===== src/hw/rtl/radix_integer_to_text_macros.svh =====
// Assertion macros for the radix integer-to-text converter.
// Used by radix_integer_to_text.sv; expects clk and rst_n in scope.
`ifndef RADIX_INTEGER_TO_TEXT_MACROS_SVH
`define RADIX_INTEGER_TO_TEXT_MACROS_SVH

// Same-cycle implication, disabled while in reset.
`define RIT_ASSERT_NOW(lbl, ante, cons, msg) \
    lbl: assert property (@(posedge clk) disable iff (!rst_n) (ante) |-> (cons)) \
        else $error(msg);

// Next-cycle implication, disabled while in reset.
`define RIT_ASSERT_NEXT(lbl, ante, cons, msg) \
    lbl: assert property (@(posedge clk) disable iff (!rst_n) (ante) |=> (cons)) \
        else $error(msg);

`endif


===== src/hw/rtl/rit_pkg.sv =====
// Shared constants, state codes and the digit character lookup for the
// radix integer-to-text converter. No dependencies.
package rit_pkg;

    localparam int VALUE_W   = 64;
    localparam int CHAR_W    = 8;
    localparam int COUNT_W   = 7;
    localparam int BASE_W    = 5;
    localparam int DIGIT_W   = 4;
    localparam int ADDR_W    = 6;
    localparam int MAX_DIGITS = 64;
    localparam int BITS_PER_STEP = 8;
    localparam int STEP_W    = 3;
    localparam int TDATA_O_W = 16;

    localparam logic [BASE_W-1:0] MAX_BASE  = 5'd16;
    localparam logic [BASE_W-1:0] MIN_BASE  = 5'd2;
    localparam logic [CHAR_W-1:0] MINUS_CHAR = 8'h2D;

    // Configuration register indexes.
    localparam logic [1:0] REG_BASE        = 2'd0;
    localparam logic [1:0] REG_DIGITS_LOW  = 2'd1;
    localparam logic [1:0] REG_DIGITS_HIGH = 2'd2;

    localparam logic [BASE_W-1:0]  BASE_RESET      = 5'd10;
    localparam logic [63:0]        DIGITS_LO_RESET = 64'h3736353433323130;
    localparam logic [63:0]        DIGITS_HI_RESET = 64'h6665646362613938;

    // Request kinds.
    localparam logic [1:0] TYPE_U32 = 2'd0;
    localparam logic [1:0] TYPE_U64 = 2'd1;
    localparam logic [1:0] TYPE_S32 = 2'd2;

    // Sequencer states.
    localparam logic [2:0] ST_IDLE  = 3'd0;
    localparam logic [2:0] ST_DIV   = 3'd1;
    localparam logic [2:0] ST_STORE = 3'd2;
    localparam logic [2:0] ST_SIGN  = 3'd3;
    localparam logic [2:0] ST_RD    = 3'd4;
    localparam logic [2:0] ST_EMIT  = 3'd5;

    typedef logic [DIGIT_W-1:0] digit_t;

    function automatic logic [CHAR_W-1:0] digit_char(
        input digit_t      d,
        input logic [63:0] lo,
        input logic [63:0] hi
    );
        logic [63:0] word;
        begin
            word = d[3] ? hi : lo;
            digit_char = word[{d[2:0], 3'b000} +: CHAR_W];
        end
    endfunction

endpackage


===== src/hw/rtl/radix_integer_to_text.sv =====
// Radix integer-to-text converter: top level with the divide sequencer,
// digit store and output register. Depends on rit_pkg and the macros header.
//
//  channel  dir  handshake              payload
//  s_*      in   s_tvalid / s_tready    s_tdata = value, s_tuser = req_type
//  m_*      out  m_tvalid / m_tready    m_tdata = out_char, char_count; m_tlast
//  cfg_*    in   cfg_we                 cfg_addr = register index, cfg_data
//
// Each digit is formed in ST_DIV by the shared 8-bit-per-cycle divide step and then
// written in ST_STORE; after dividing come the minus sign if any (ST_SIGN), a read step
// (ST_RD), and one character per cycle while m_tready allows (ST_EMIT). A new request
// is accepted only in ST_IDLE, once the last character of the previous one is loaded.
// Reset returns the configuration to base 10 and digits "0123456789abcdef".
// A low m_tready holds the character in the output register and pauses output.
`include "radix_integer_to_text_macros.svh"

module radix_integer_to_text (
    input  logic                              clk,
    input  logic                              rst_n,
    input  logic                              s_tvalid,
    output logic                              s_tready,
    input  logic [rit_pkg::VALUE_W-1:0]       s_tdata,   // [63:0] value
    input  logic [1:0]                        s_tuser,   // [1:0] req_type
    output logic                              m_tvalid,
    input  logic                              m_tready,
    output logic [rit_pkg::TDATA_O_W-1:0]     m_tdata,   // [7:0] out_char, [14:8] char_count
    output logic                              m_tlast,
    input  logic                              cfg_we,
    input  logic [1:0]                        cfg_addr,
    input  logic [63:0]                       cfg_data
);
    import rit_pkg::*;

    logic [BASE_W-1:0]   base_len_reg;
    logic [63:0]         dig_lo_reg;
    logic [63:0]         dig_hi_reg;

    logic [2:0]          state_reg, state_next;
    logic [VALUE_W-1:0]  wk_reg, wk_next;
    digit_t              rem_reg, rem_next;
    logic [STEP_W-1:0]   step_reg, step_next;
    logic [BASE_W-1:0]   base_reg, base_next;
    logic                neg_reg, neg_next;
    logic [COUNT_W-1:0]  nd_reg, nd_next;
    logic [ADDR_W-1:0]   idx_reg, idx_next;
    logic [COUNT_W-1:0]  cnt_reg, cnt_next;

    logic                m_valid_reg, m_valid_next;
    logic [CHAR_W-1:0]   char_reg, char_next;
    logic [COUNT_W-1:0]  ocnt_reg, ocnt_next;
    logic                olast_reg, olast_next;

    digit_t              mem [MAX_DIGITS];
    digit_t              mem_q_reg;
    logic                rd_en;
    logic [ADDR_W-1:0]   rd_addr;
    logic                wr_en;

    logic                accept;
    logic                slot_free;
    logic                load;
    logic [BASE_W-1:0]   eff_base;
    logic [31:0]         low_word;

    logic [BASE_W-1:0]   div_r;
    logic [VALUE_W-1:0]  div_w;

    assign s_tready  = (state_reg == ST_IDLE);
    assign accept    = s_tvalid && s_tready;
    assign slot_free = !m_valid_reg || m_tready;
    assign load      = slot_free && ((state_reg == ST_SIGN) || (state_reg == ST_EMIT));
    assign low_word  = s_tdata[31:0];
    assign wr_en     = (state_reg == ST_STORE);

    assign m_tvalid = m_valid_reg;
    assign m_tdata  = {{(TDATA_O_W - CHAR_W - COUNT_W){1'b0}}, ocnt_reg, char_reg};
    assign m_tlast  = olast_reg;

    // Clamp the configured base into the legal range.
    always_comb
    begin
        if (base_len_reg < MIN_BASE)
            eff_base = MIN_BASE;
        else if (base_len_reg > MAX_BASE)
            eff_base = MAX_BASE;
        else
            eff_base = base_len_reg;
    end

    // Shared divide unit: eight restoring steps of long division by the base.
    always_comb
    begin
        div_r = {1'b0, rem_reg};
        div_w = wk_reg;
        for (int i = 0; i < BITS_PER_STEP; i++)
        begin
            div_r = {div_r[DIGIT_W-1:0], div_w[VALUE_W-1]};
            div_w = {div_w[VALUE_W-2:0], 1'b0};
            if (div_r >= base_reg)
            begin
                div_r    = div_r - base_reg;
                div_w[0] = 1'b1;
            end
        end
    end

    always_comb
    begin
        state_next   = state_reg;
        wk_next      = wk_reg;
        rem_next     = rem_reg;
        step_next    = step_reg;
        base_next    = base_reg;
        neg_next     = neg_reg;
        nd_next      = nd_reg;
        idx_next     = idx_reg;
        cnt_next     = cnt_reg;
        m_valid_next = m_valid_reg;
        char_next    = char_reg;
        ocnt_next    = ocnt_reg;
        olast_next   = olast_reg;
        rd_en        = 1'b0;
        rd_addr      = idx_reg;

        if (m_valid_reg && m_tready)
            m_valid_next = 1'b0;

        case (state_reg)
            ST_IDLE:
            begin
                if (accept)
                begin
                    base_next = eff_base;
                    rem_next  = '0;
                    step_next = '0;
                    nd_next   = '0;
                    cnt_next  = '0;
                    neg_next  = 1'b0;
                    case (s_tuser)
                        TYPE_U64: wk_next = s_tdata;
                        TYPE_S32:
                        begin
                            if (low_word[31])
                            begin
                                neg_next = 1'b1;
                                wk_next  = {32'd0, ~low_word + 32'd1};
                            end
                            else
                                wk_next = {32'd0, low_word};
                        end
                        default: wk_next = {32'd0, low_word};
                    endcase
                    state_next = ST_DIV;
                end
            end
            ST_DIV:
            begin
                wk_next   = div_w;
                rem_next  = div_r[DIGIT_W-1:0];
                step_next = step_reg + 3'd1;
                if (step_reg == STEP_W'(BITS_PER_STEP - 1))
                    state_next = ST_STORE;
            end
            ST_STORE:
            begin
                // The remainder just finished is written to the digit store here.
                nd_next  = nd_reg + 7'd1;
                idx_next = nd_reg[ADDR_W-1:0];
                if (wk_reg == '0)
                    state_next = neg_reg ? ST_SIGN : ST_RD;
                else
                begin
                    rem_next   = '0;
                    step_next  = '0;
                    state_next = ST_DIV;
                end
            end
            ST_SIGN:
            begin
                if (load)
                begin
                    m_valid_next = 1'b1;
                    char_next    = MINUS_CHAR;
                    ocnt_next    = 7'd1;
                    olast_next   = 1'b0;
                    cnt_next     = 7'd1;
                    state_next   = ST_RD;
                end
            end
            ST_RD:
            begin
                rd_en      = 1'b1;
                state_next = ST_EMIT;
            end
            ST_EMIT:
            begin
                if (load)
                begin
                    m_valid_next = 1'b1;
                    char_next    = digit_char(mem_q_reg, dig_lo_reg, dig_hi_reg);
                    ocnt_next    = cnt_reg + 7'd1;
                    cnt_next     = cnt_reg + 7'd1;
                    olast_next   = (idx_reg == '0);
                    if (idx_reg == '0)
                        state_next = ST_IDLE;
                    else
                    begin
                        // Fetch the next lower digit while this one goes out.
                        rd_en    = 1'b1;
                        rd_addr  = idx_reg - 6'd1;
                        idx_next = idx_reg - 6'd1;
                    end
                end
            end
            default: state_next = ST_IDLE;
        endcase
    end

    always_ff @(posedge clk or negedge rst_n)
    begin
        if (!rst_n)
        begin
            base_len_reg <= BASE_RESET;
            dig_lo_reg   <= DIGITS_LO_RESET;
            dig_hi_reg   <= DIGITS_HI_RESET;
        end
        else if (cfg_we)
        begin
            case (cfg_addr)
                REG_BASE:        base_len_reg <= cfg_data[BASE_W-1:0];
                REG_DIGITS_LOW:  dig_lo_reg   <= cfg_data;
                REG_DIGITS_HIGH: dig_hi_reg   <= cfg_data;
                default:         ;
            endcase
        end
    end

    always_ff @(posedge clk or negedge rst_n)
    begin
        if (!rst_n)
        begin
            state_reg   <= ST_IDLE;
            m_valid_reg <= 1'b0;
            step_reg    <= '0;
            nd_reg      <= '0;
            idx_reg     <= '0;
            cnt_reg     <= '0;
            neg_reg     <= 1'b0;
        end
        else
        begin
            state_reg   <= state_next;
            m_valid_reg <= m_valid_next;
            step_reg    <= step_next;
            nd_reg      <= nd_next;
            idx_reg     <= idx_next;
            cnt_reg     <= cnt_next;
            neg_reg     <= neg_next;
        end
    end

    always_ff @(posedge clk)
    begin
        wk_reg    <= wk_next;
        rem_reg   <= rem_next;
        base_reg  <= base_next;
        char_reg  <= char_next;
        ocnt_reg  <= ocnt_next;
        olast_reg <= olast_next;
    end

    // Digit store: written least significant digit first, read back in reverse.
    always_ff @(posedge clk)
    begin
        if (wr_en)
            mem[nd_reg[ADDR_W-1:0]] <= rem_reg;
        if (rd_en)
            mem_q_reg <= mem[rd_addr];
    end

    `RIT_ASSERT_NOW(a_rem_below_base, (state_reg == ST_DIV), ({1'b0, rem_reg} < base_reg), "remainder not below base")
    `RIT_ASSERT_NOW(a_count_range, m_valid_reg, ((ocnt_reg != 7'd0) && (ocnt_reg <= 7'd64)), "character count out of range")
    `RIT_ASSERT_NEXT(a_last_ends_item, (load && olast_next), (state_reg == ST_IDLE), "last character did not end the item")

endmodule

===== config.mk =====
export PLATFORM = sky130hd
export DESIGN_NAME = radix_integer_to_text
export DESIGN_NICKNAME = d
export VERILOG_FILES = /design/src/hw/rtl/rit_pkg.sv /design/src/hw/rtl/radix_integer_to_text.sv
export VERILOG_INCLUDE_DIRS = /design/src /design/src/hw/rtl
export SDC_FILE = /design/constraint.sdc
export NUM_CORES = 1
export LEC_CHECK = 0
export ABC_AREA = 0
export BUFFER_PORTS_ARGS = -buffer_cell sky130_fd_sc_hd__clkbuf_2
export CORE_ASPECT_RATIO = 0.5
export CORE_UTILIZATION = 36
export CTS_BUF_LIST = sky130_fd_sc_hd__clkbuf_4 sky130_fd_sc_hd__clkbuf_8 sky130_fd_sc_hd__clkbuf_16
export CTS_CLUSTER_DIAMETER = 200
export CTS_CLUSTER_SIZE = 20
export DETAILED_ROUTE_END_ITERATION = 6
export GPL_ROUTABILITY_DRIVEN = 0
export MAX_ROUTING_LAYER = met4
export PLACE_DENSITY = 0.57
export SETUP_SLACK_MARGIN = 0.2
export SLEW_MARGIN = 5
export SYNTH_ARGS = -nofsm -noshare
export SYNTH_HDL_FRONTEND = slang
export SYNTH_SLANG_ARGS = --single-unit
export TNS_END_PERCENT = 1

===== constraint.sdc =====
create_clock -name clk -period 37.6 [get_ports clk]
set_clock_uncertainty 0.15 [all_clocks]
set_input_delay 1.88 -clock clk [delete_from_list [all_inputs] [get_ports clk]]
set_output_delay 1.88 -clock clk [all_outputs]
set_load 0.02 [all_outputs]

# Word-level counts from Yosys, hierarchy flattened
# Memories as Yosys holds them, arrays and structs flattened. A register that Yosys moved wholly into a read port is not among the register bits.
# Index checks and enable logic that the tools add are counted.
# Widths: inputs -> output; s select.
dict set report classes {
  bitwise_logic 1
  shifts 1
  n_eq_ne 16
  n_mux 62
  order_cmp 10
  addsub 13
  n_reduce_logical 28
}
# operator n
set ops {}
lappend ops {{$pmux 64 s2} 2}
lappend ops {{$mux 64} 2}
lappend ops {{$logic_not 64->1} 1}
lappend ops {{$shiftx 64x7->8} 1}
lappend ops {{$ge 5x5->1} 8}
lappend ops {{$mux 4} 10}
lappend ops {{$add 32x1->32 const B} 1}
lappend ops {{$mux 32} 1}
lappend ops {{$not 32->32} 1}
lappend ops {{$sub 4x4->4} 8}
lappend ops {{$pmux 7 s2} 2}
lappend ops {{$mux 3} 9}
lappend ops {{$mux 7} 3}
lappend ops {{$pmux 7 s3} 1}
lappend ops {{$mux 1} 19}
lappend ops {{$mux 6} 3}
lappend ops {{$pmux 3 s6} 1}
lappend ops {{$mux 8} 2}
lappend ops {{$pmux 8 s2} 1}
lappend ops {{$add 7x1->7 const B} 2}
lappend ops {{$pmux 4 s3} 1}
lappend ops {{$pmux 6 s2} 1}
lappend ops {{$reduce_and 2->1} 6}
lappend ops {{$eq 3x3->1 const B} 3}
lappend ops {{25 further kinds} 42}
dict set report word_totals {
  n_memories 1
  word_cells 149
  ram_bits 256
  reg_bits 250
  output_inout_bits 19
  inputBits 137
}
# memory depth word_bits rd rd_clocked_by_memory_dff write_ports line
set memory_table {}
lappend memory_table {mem 64 4 1 1 1 radix_integer_to_text.sv:53} ;# digit_t mem [MAX_DIGITS];

# Longest topological paths before layout
# Gate-level depths: netlist (run 1).
dict set report depth {
  depth_word 17
  depth_mapped 54
  ltp_nobuf 54
}

# Least setup slack after synthesis (run 1)
# OpenSTA, ideal clock, no wires.
dict set report synth_timing {
  path_kind {register -> register}
  start {reg rem_reg[0]}
  end {reg rem_reg[1] (data pin)}
  setup_slack_ps 25451
  t_arrival_ps 11744
  stages_incl_launch_ff 52
  period_less_slack_ps 12149
  t_required_ps 37195
  setup_time_ps 255
  n_path_buf 0
  path_cell_list {edfxtp_1 -> ha_1 -> a21o_1 -> a21o_1 -> a21o_1 -> a21oi_1 -> mux2_2 -> ha_1 -> a21o_1 -> a21o_1 -> a311oi_1 -> inv_1 -> ha_1 -> a21o_1 -> a21o_1 -> a21o_1 -> a21oi_1 -> mux2i_1 -> [... 16 more ...] -> a21o_1 -> a21o_1 -> mux2_2 -> inv_1 -> ha_1 -> a21o_1 -> a21o_1 -> a21o_1 -> a21o_1 -> mux2i_1 -> ha_1 -> a21o_1 -> a21oi_1 -> a21boi_0 -> o21ai_0 -> nand2b_1 -> mux2_2 -> and2_1}
}
dict set report synth_via {
  elab_chain_len 17
  word_cells_on_any_way 25
  classes_between {8 x add/sub; 8 x order compare; 9 x mux}
}
# element line
set synth_lines {}
lappend synth_lines {{start, declared} radix_integer_to_text.sv:40} ;# digit_t rem_reg, rem_next;
lappend synth_lines {{start signal, assigned} radix_integer_to_text.sv:265} ;# rem_reg <= rem_next;
lappend synth_lines {{$sub 4x4->4 or $ge 5x5->1 (tied branches)} {radix_integer_to_text.sv:101, radix_integer_to_text.sv:99}}
lappend synth_lines {{$mux 4 (*)} radix_integer_to_text.sv:99} ;# if (div_r >= base_reg)
lappend synth_lines {{$sub 4x4->4 or $ge 5x5->1 (tied branches)} {radix_integer_to_text.sv:101, radix_integer_to_text.sv:99}}
lappend synth_lines {{$mux 4 (*)} radix_integer_to_text.sv:99}
lappend synth_lines {{$sub 4x4->4 or $ge 5x5->1 (tied branches)} {radix_integer_to_text.sv:101, radix_integer_to_text.sv:99}}
lappend synth_lines {{$mux 4 (*)} radix_integer_to_text.sv:99}
lappend synth_lines {{$ge 5x5->1 or $sub 4x4->4 (tied branches)} {radix_integer_to_text.sv:99, radix_integer_to_text.sv:101}}
lappend synth_lines {{$mux 4 (*)} radix_integer_to_text.sv:99}
lappend synth_lines {{$sub 4x4->4 or $ge 5x5->1 (tied branches)} {radix_integer_to_text.sv:101, radix_integer_to_text.sv:99}}
lappend synth_lines {{$mux 4 (*)} radix_integer_to_text.sv:99}
lappend synth_lines {{$sub 4x4->4 or $ge 5x5->1 (tied branches)} {radix_integer_to_text.sv:101, radix_integer_to_text.sv:99}}
lappend synth_lines {{$mux 4 (*)} radix_integer_to_text.sv:99}
lappend synth_lines {{$ge 5x5->1 or $sub 4x4->4 (tied branches)} {radix_integer_to_text.sv:99, radix_integer_to_text.sv:101}}
lappend synth_lines {{$mux 4 (*)} radix_integer_to_text.sv:99}
lappend synth_lines {{$sub 4x4->4 or $ge 5x5->1 (tied branches)} {radix_integer_to_text.sv:101, radix_integer_to_text.sv:99}}
lappend synth_lines {{$mux 4 (*)} radix_integer_to_text.sv:99}
lappend synth_lines {{$pmux 4 s3 (*)} radix_integer_to_text.sv:128} ;# case (state_reg)
# Mark *: on every way between the ends. The rest lies on a longest branch, timed or not.
# A chain may end at the register's enable or synchronous reset.

# Final worst setup path (run 1)
dict set report layout_timing {
  start {reg base_reg[1]}
  end {reg rem_reg[1] (data pin)}
}
dict set report layout_via {
  elab_chain_len 17
  word_cells_on_any_way 25
  classes_between {8 x add/sub; 8 x order compare; 9 x mux}
}
# element line
set layout_lines {}
lappend layout_lines {{start, declared} radix_integer_to_text.sv:42} ;# logic [BASE_W-1:0] base_reg, base_next;
lappend layout_lines {{start signal, assigned} radix_integer_to_text.sv:266} ;# base_reg <= base_next;
lappend layout_lines {{$sub 4x4->4 or $ge 5x5->1 (tied branches)} {radix_integer_to_text.sv:101, radix_integer_to_text.sv:99}}
lappend layout_lines {{$mux 4} radix_integer_to_text.sv:99}
lappend layout_lines {{$sub 4x4->4 or $ge 5x5->1 (tied branches)} {radix_integer_to_text.sv:101, radix_integer_to_text.sv:99}}
lappend layout_lines {{$mux 4} radix_integer_to_text.sv:99}
lappend layout_lines {{$sub 4x4->4 or $ge 5x5->1 (tied branches)} {radix_integer_to_text.sv:101, radix_integer_to_text.sv:99}}
lappend layout_lines {{$mux 4} radix_integer_to_text.sv:99}
lappend layout_lines {{$ge 5x5->1 or $sub 4x4->4 (tied branches)} {radix_integer_to_text.sv:99, radix_integer_to_text.sv:101}}
lappend layout_lines {{$mux 4} radix_integer_to_text.sv:99}
lappend layout_lines {{$sub 4x4->4 or $ge 5x5->1 (tied branches)} {radix_integer_to_text.sv:101, radix_integer_to_text.sv:99}}
lappend layout_lines {{$mux 4} radix_integer_to_text.sv:99}
lappend layout_lines {{$sub 4x4->4 or $ge 5x5->1 (tied branches)} {radix_integer_to_text.sv:101, radix_integer_to_text.sv:99}}
lappend layout_lines {{$mux 4} radix_integer_to_text.sv:99}
lappend layout_lines {{$ge 5x5->1 or $sub 4x4->4 (tied branches)} {radix_integer_to_text.sv:99, radix_integer_to_text.sv:101}}
lappend layout_lines {{$mux 4} radix_integer_to_text.sv:99}
lappend layout_lines {{$sub 4x4->4 or $ge 5x5->1 (tied branches)} {radix_integer_to_text.sv:101, radix_integer_to_text.sv:99}}
lappend layout_lines {{$mux 4 (*)} radix_integer_to_text.sv:99}
lappend layout_lines {{$pmux 4 s3 (*)} radix_integer_to_text.sv:128}
# Marked as above.

==> metrics.md, run 1 <==
| Metric | Value |
|---|---|
| Setup TNS | `0 ns` |
| Die X | `378 µm` |
| Max-Cap Viols | `0` |
| Post-CTS Setup Bufs | `0` |
| DR WL met3 | `approximately 3800 µm` |
| Wirelength per Cell | `roughly 23 µm` |
| Reg clk slew, reported paths | `0.09 ns` |
| Average size of a mapped cell | `12.4 µm²` |
| Syn Nets | `roughly 2200` |
| Post-synth top area share | `approximately two fifths` |
| Buffers on Ports | `154` |
| Crit Path Category | `flip-flop to flip-flop` |
| First-pass DRT Iterations | `5` |
| Most common cell after layout, fill and taps aside | `edfxtp_1` |
| Crit. End Element | `flip-flop` |
| Die area | `71800 µm²` |
| Nets@finish | `2325` |
| Area Growth Syn to Fin | `10.1%` |
| Clk buf depth | `3` |
| Status | `finished clean` |
| Final setup margin | `24.31 ns` |
| Largest net degree at the start of global routing | `90` |
| First-pass GRT wire length | `107000 µm` |
| Worst skew pair latency | `0.62 ns` |
| Total grt overflow | `0` |
| Worst Path Required | `37.82 ns` |
| Netlist cell types | `79` |
| Crit path top cell by count | `a21o_1` |
| Detailed Route Iter0 Violations | `1810` |
| Final WL | `70700 µm` |
| Flops & latches, synth | `509` |
| Fraction of registers with async set/reset | `31.4%` |
| Final Hold Fails | `0` |
| Setup Slack @ Placement | `around 24 ns` |
| Clock Tree Root | `clkbuf_16` |
| Hold buffer count at cts | `0` |
| Crit path time final | `13.29 ns` |
| HPWL after DPL | `46300 µm` |
| CTS H-tree lvls | `1` |
| Synth Instances | `2046` |
| Slew HR | `between 20% and 30%` |
| Worst Max-Slew Pin Slew | `1.16 ns` |
| Total GRT Usage | `between 20% and 30%` |
| Initial Utilization | `36.7%` |
| CTS sink cnt | `509` |
| Number of flops mapped to enable cells by yosys | `349` |
| Number of global-route vias before repair | `around 17000` |
| Fmax | `0.0752 GHz` |
| Worst hold-check path type | `flip-flop to flip-flop` |
| Hold path depth | `1` |
| Via Count | `17549` |
| Share of cells above drive strength 1 | `roughly 25%` |
| Resized Gates After CTS | `0` |
| Vias per cell | `5.66` |
| Slowest-stage cell, CP | `edfxtp_1` |
| Final setup violation count | `0` |
| FF-to-FF path depth | `52` |
| Commonest cells after routing, fill and taps aside | `edfxtp_1, nor2_1, mux2_2, clkbuf_2, nand2_1` |
| DRC Markers | `0` |
| Remaining antenna violation count | `0` |
| Initial antenna violation count | `0` |
| ANT cells | `0` |
| Die height | `190 µm` |
| Period utilisation layout | `35.4%` |
| Slew Limit Fails | `0` |
| Routed wl met2 | `approximately 34000 µm` |
| Ys flop type | `edfxtp_1` |
| Top cells by area, synth | `edfxtp_1, dfrtp_1, mux2_2` |
| Number of synthesis warnings | `0` |
| Worst Setup Start Kind | `flip-flop` |
| DR top layer | `met4` |
| Core Region | `69400 µm²` |
| RSZ-0062 raised after global routing | `false` |
| Worst path arrival time | `13.51 ns` |
| I/O pins | `156` |
| Post-synthesis cell area | `25500 µm²` |
| Sequential fraction of the synthesis area | `57.2%` |
| Num CTS Buffers | `29` |
| CP Max Fanout | `10` |
| TritonCTS clock tree | `yes` |
| Dominant cell type by area after synthesis | `edfxtp_1` |
| Flip-flop count of the largest register after layout | `between 200 and 300` |
| Routed metal-1 wire length | `32100 µm` |
| Max stage delay on crit path | `~0.64 ns` |
| # rows | `a little under 70` |
-- routing by layer --
metal | vias to the layer above | track usage (%)
li1 | 7965 | -
met1 | 9061 | 27.8
met2 | 447 | 32.3
met3 | 76 | 2.31
met4 | 0 | 3.32
met5 | - | -
-- layout make-up --
cell class                 instances  area (µm²)
fill                            6571       41400
sequential                       509       14600
multi-input combinational       1368       10200
tap                              945        1180
timing repair buffer             180         972
clock buffer                      52         898
inverter                          43         161
clock inverter                     2        25.0
-- synth_stat cells, types with 25 or more instances --
cell type  count
o21ai_0       75
mux2_2       168
nand2_1      134
a21o_1        36
clkbuf_1      69
edfxtp_1     349
o221ai_1      38
nor4_1        36
a21oi_1       74
dfrtp_1      102
nor2_1       213
dfstp_2       58
buf_1         25
nand3_1       56
xnor2_1       30
nor3_1        45
inv_1         42
mux4_2        50
ha_1          49
mux2i_1       34
o22ai_1       68
-- critical path, delay by kind of cell (launching register included) --
| kind | cells | cell delay, ns |
|---|---|---|
| mux | 5 | 1.70 |
| compound gates | 30 | 6.73 |
| fa+ha+maj | 8 | 2.41 |
| buf+inv | 5 | 0.68 |
| simple gates | 4 | 0.72 |
| flops | 1 | 0.64 |
-- cells by family after synthesis --
logic type | count (synthesis) | synth area share (%)
AND/OR/NAND/NOR | 600 | 11.2
flip-flops | 509 | 57.2
AO/OA/AOI/OAI | 418 | 11.2
multiplexers | 252 | 13.2
buffers and inverters | 169 | 2.77
adder cells (fa/ha/maj) | 57 | 3.04
XOR/XNOR | 40 | 1.38
other | 1 | 0.0147
-- worst paths after layout --
check | from | end | slack [ns]
worst max-delay path | base_reg[1] | rem_reg[1] | 24.31
worst min-delay path | dig_hi_reg[36] | dig_hi_reg[36] | 0.35
worst max register to register | base_reg[1] | rem_reg[1] | 24.31
worst min register to register | dig_hi_reg[36] | dig_hi_reg[36] | 0.35
max in group asynchronous | rst_n | idx_reg[1] | 34.61
min in group asynchronous | rst_n | dig_hi_reg[63] | 1.19
-- metrics by stage --
| step | hold slack (ns) | util, % | std cells | cell area, µm² |
|---|---|---|---|---|
| after CTS | 0.360 | 40.4 | 3099 | 28000 |
| after detailed placement | 0.340 | 39.0 | 3045 | 27100 |
| after global placement | 0.332 | 39.0 | 3045 | 27100 |
| after floorplan | 0.311 | - | 2046 | 25500 |
| final | 0.355 | 40.4 | 3099 | 28000 |
| after global routing | 0.372 | 40.4 | 3099 | 28000 |
Power of run 1 is not shown: default switching activity piles up to over one toggle a cycle in this logic, so the estimate is an artifact.
==> inputs of run 2 (changes only) <==
==> constraint.sdc (replaced) <==
create_clock -name clk -period 12.7 [get_ports clk]
set_clock_uncertainty 0.15 [all_clocks]
set_input_delay 0.635 -clock clk [delete_from_list [all_inputs] [get_ports clk]]
set_output_delay 0.635 -clock clk [all_outputs]
set_load 0.02 [all_outputs]
==> run 2 against run 1 <==
Against the previous run:
- register-to-register slack got worse by 23 ns
- sequential share of layout area decreased by 0.27 points
- via count decreased by 0.34%
- flip-flop and latch count unchanged
- first-iteration DRC count decreased by 8.5%
- final area increased by 0.53%
- count of clock-buffer cells in the layout unchanged
- non-clock buffer count increased by 14
- final cell count increased by 0.45%
- fmax increased by 12%
==> metrics.md, run 2 (same netlist as run 1, synthesis figures left out) <==
| Metric | Value |
|---|---|
| Clock Tree Root | `clkbuf_16` |
| Largest net degree at the start of global routing | `106` |
| Period utilisation layout | `roughly 93%` |
| Global route hottest layer | `met2` |
| Hold buffer count at cts | `0` |
| HPWL after DPL | `between 40000 and 50000 µm` |
| Die height | `190 µm` |
| # rows | `68` |
| Status | `finished clean` |
| Vias per cell | `5.62` |
| Total grt overflow | `0` |
| Most common cell after layout, fill and taps aside | `edfxtp_1` |
| Via Count | `17489` |
| Hold Slack | `between 0.015 and 0.02 ns` |
| M2 GR Usage | `32.1%` |
| Crit path time final | `11.83 ns` |
| DRC Markers | `0` |
| CTS H-tree lvls | `1` |
| Worst path arrival time | `between 10 and 15 ns` |
| Final Hold Fails | `0` |
| Final Instance Area | `about 28000 µm²` |
| Initial antenna violation count | `2` |
| First-pass DRT Iterations | `5` |
| Sequential Area | `14600 µm²` |
| Worst Setup Start Kind | `flip-flop` |
| Fill cells | `6571` |
| CTS sink cnt | `509` |
| Worst skew pair latency | `slightly above 0.6 ns` |
| CP top delay family | `compound AO/OA/AOI/OAI gates` |
| Buffers on Ports | `approximately 150` |
| WP buf/inv | `7` |
| Slowest-stage cell, CP | `a2111oi_0` |
| Worst Max-Slew Pin Slew | `1.11 ns` |
| Crit path top cell by count | `a21o_1` |
| Remaining antenna violation count | `0` |
| Reg clk slew, reported paths | `0.09 ns` |
| Fin cells | `3113` |
| Worst hold-check path type | `input port to asynchronous set/reset pin` |
| Crit Path Category | `flip-flop to flip-flop` |
| Worst Path Required | `12.92 ns` |
| Final setup violation count | `0` |
| Grt met1 use | `27.9%` |
| Final WL | `roughly 70000 µm` |
| Clk buf depth | `3` |
| Slew Limit Fails | `0` |
| CP Max Fanout | `7` |
| Share of cells above drive strength 1 | `25.8%` |
| Initial Utilization | `36.7%` |
| Wirelength per Cell | `22.8 µm` |
| Core Region | `69400 µm²` |
| Max stage delay on crit path | `approximately 0.46 ns` |
| RSZ-0062 raised after global routing | `false` |
| Commonest cells after routing, fill and taps aside | `edfxtp_1, nor2_1, mux2_2, clkbuf_2, nand2_1` |
| Routing usage on met3 | `2.50%` |
| Setup TNS | `0 ns` |
| Placed Instances | `3057` |
| Multi-input logic area | `10300 µm²` |
| Post-place instance area | `27200 µm²` |
| Nets@finish | `2339` |
| Die X | `378 µm` |
| Total GRT Usage | `20.2%` |
| TritonCTS clock tree | `yes` |
| Slew HR | `about a quarter` |
| First-pass GRT wire length | `108000 µm` |
| Fmax | `approximately 0.085 GHz` |
| Die area | `71800 µm²` |
| Max-Cap Viols | `0` |
| Area Growth Syn to Fin | `10.7%` |
| Num CTS Buffers | `29` |
| Detailed Route Iter0 Violations | `about 1700` |
| I/O pins | `156` |
| Crit. End Element | `flip-flop` |
| Flip-flop count of the largest register after layout | `256` |
| Number of global-route vias before repair | `17355` |
==> run 2: cell count changes in the layout (fill, tap and decap cells not counted), sizes merged <==
cell	change
diode	+1
buf	+14
inv	-1
==> run 2: per-layer routing <==
metal | share of wire (%) | vias up
met5 | 0 | -
met4 | 2.1 | 0
met3 | 6.0 | 94
met2 | 47 | 536
met1 | 45 | 8874
li1 | - | 7985
==> run 2: worst register-to-register path, delay by kind of cell (launching register included) <==
kind | cells | cell delay (ns)
mux | 5 | 1.54
simple gates | 5 | 0.77
flops | 1 | 0.39
buf+inv | 7 | 0.62
compound gates | 30 | 5.96
fa+ha+maj | 8 | 2.17
==> run 2: cell type report <==
cell class	instances	area share, %
Antenna cell	1	0.00888
Clock buffer	52	3.19
Clock inverter	1	0.0577
Inverter	43	0.573
Multi-Input combinational cell	1368	36.5
Sequential cell	509	51.7
Tap cell	945	4.20
Timing Repair Buffer	194	3.82
==> run 2: final timing paths <==
check                             start  depth (start not counted)              to  slack, ns
max in group asynchronous         rst_n                          2      idx_reg[1]      11.03
min                               rst_n                          1  dig_hi_reg[36]       0.02
max                          wk_reg[63]                         55      rem_reg[1]       0.87
min in group clk           cfg_data[59]                          2  dig_lo_reg[59]       0.12
min reg2reg                 step_reg[0]                          1     step_reg[0]       0.35
max reg2reg                  wk_reg[63]                         55      rem_reg[1]       0.87
==> run 2: stage by stage <==
step | util, % | setup WS (ns)
2_1_floorplan | - | 0.551
3_3_place_gp | 39.2 | 0.488
3_5_place_dp | 39.2 | 0.211
4_1_cts | 40.5 | 0.357
5_1_grt | 40.6 | 0.0875
6_report | 40.6 | 0.874
==> run 2: what timing repair did <==
action,CTS,global route
setup buffers,0,2
pin swaps,0,1
setup endpoints to repair,1,5
gates resized for setup,1,9
Power of run 2 is left out for the same reason.
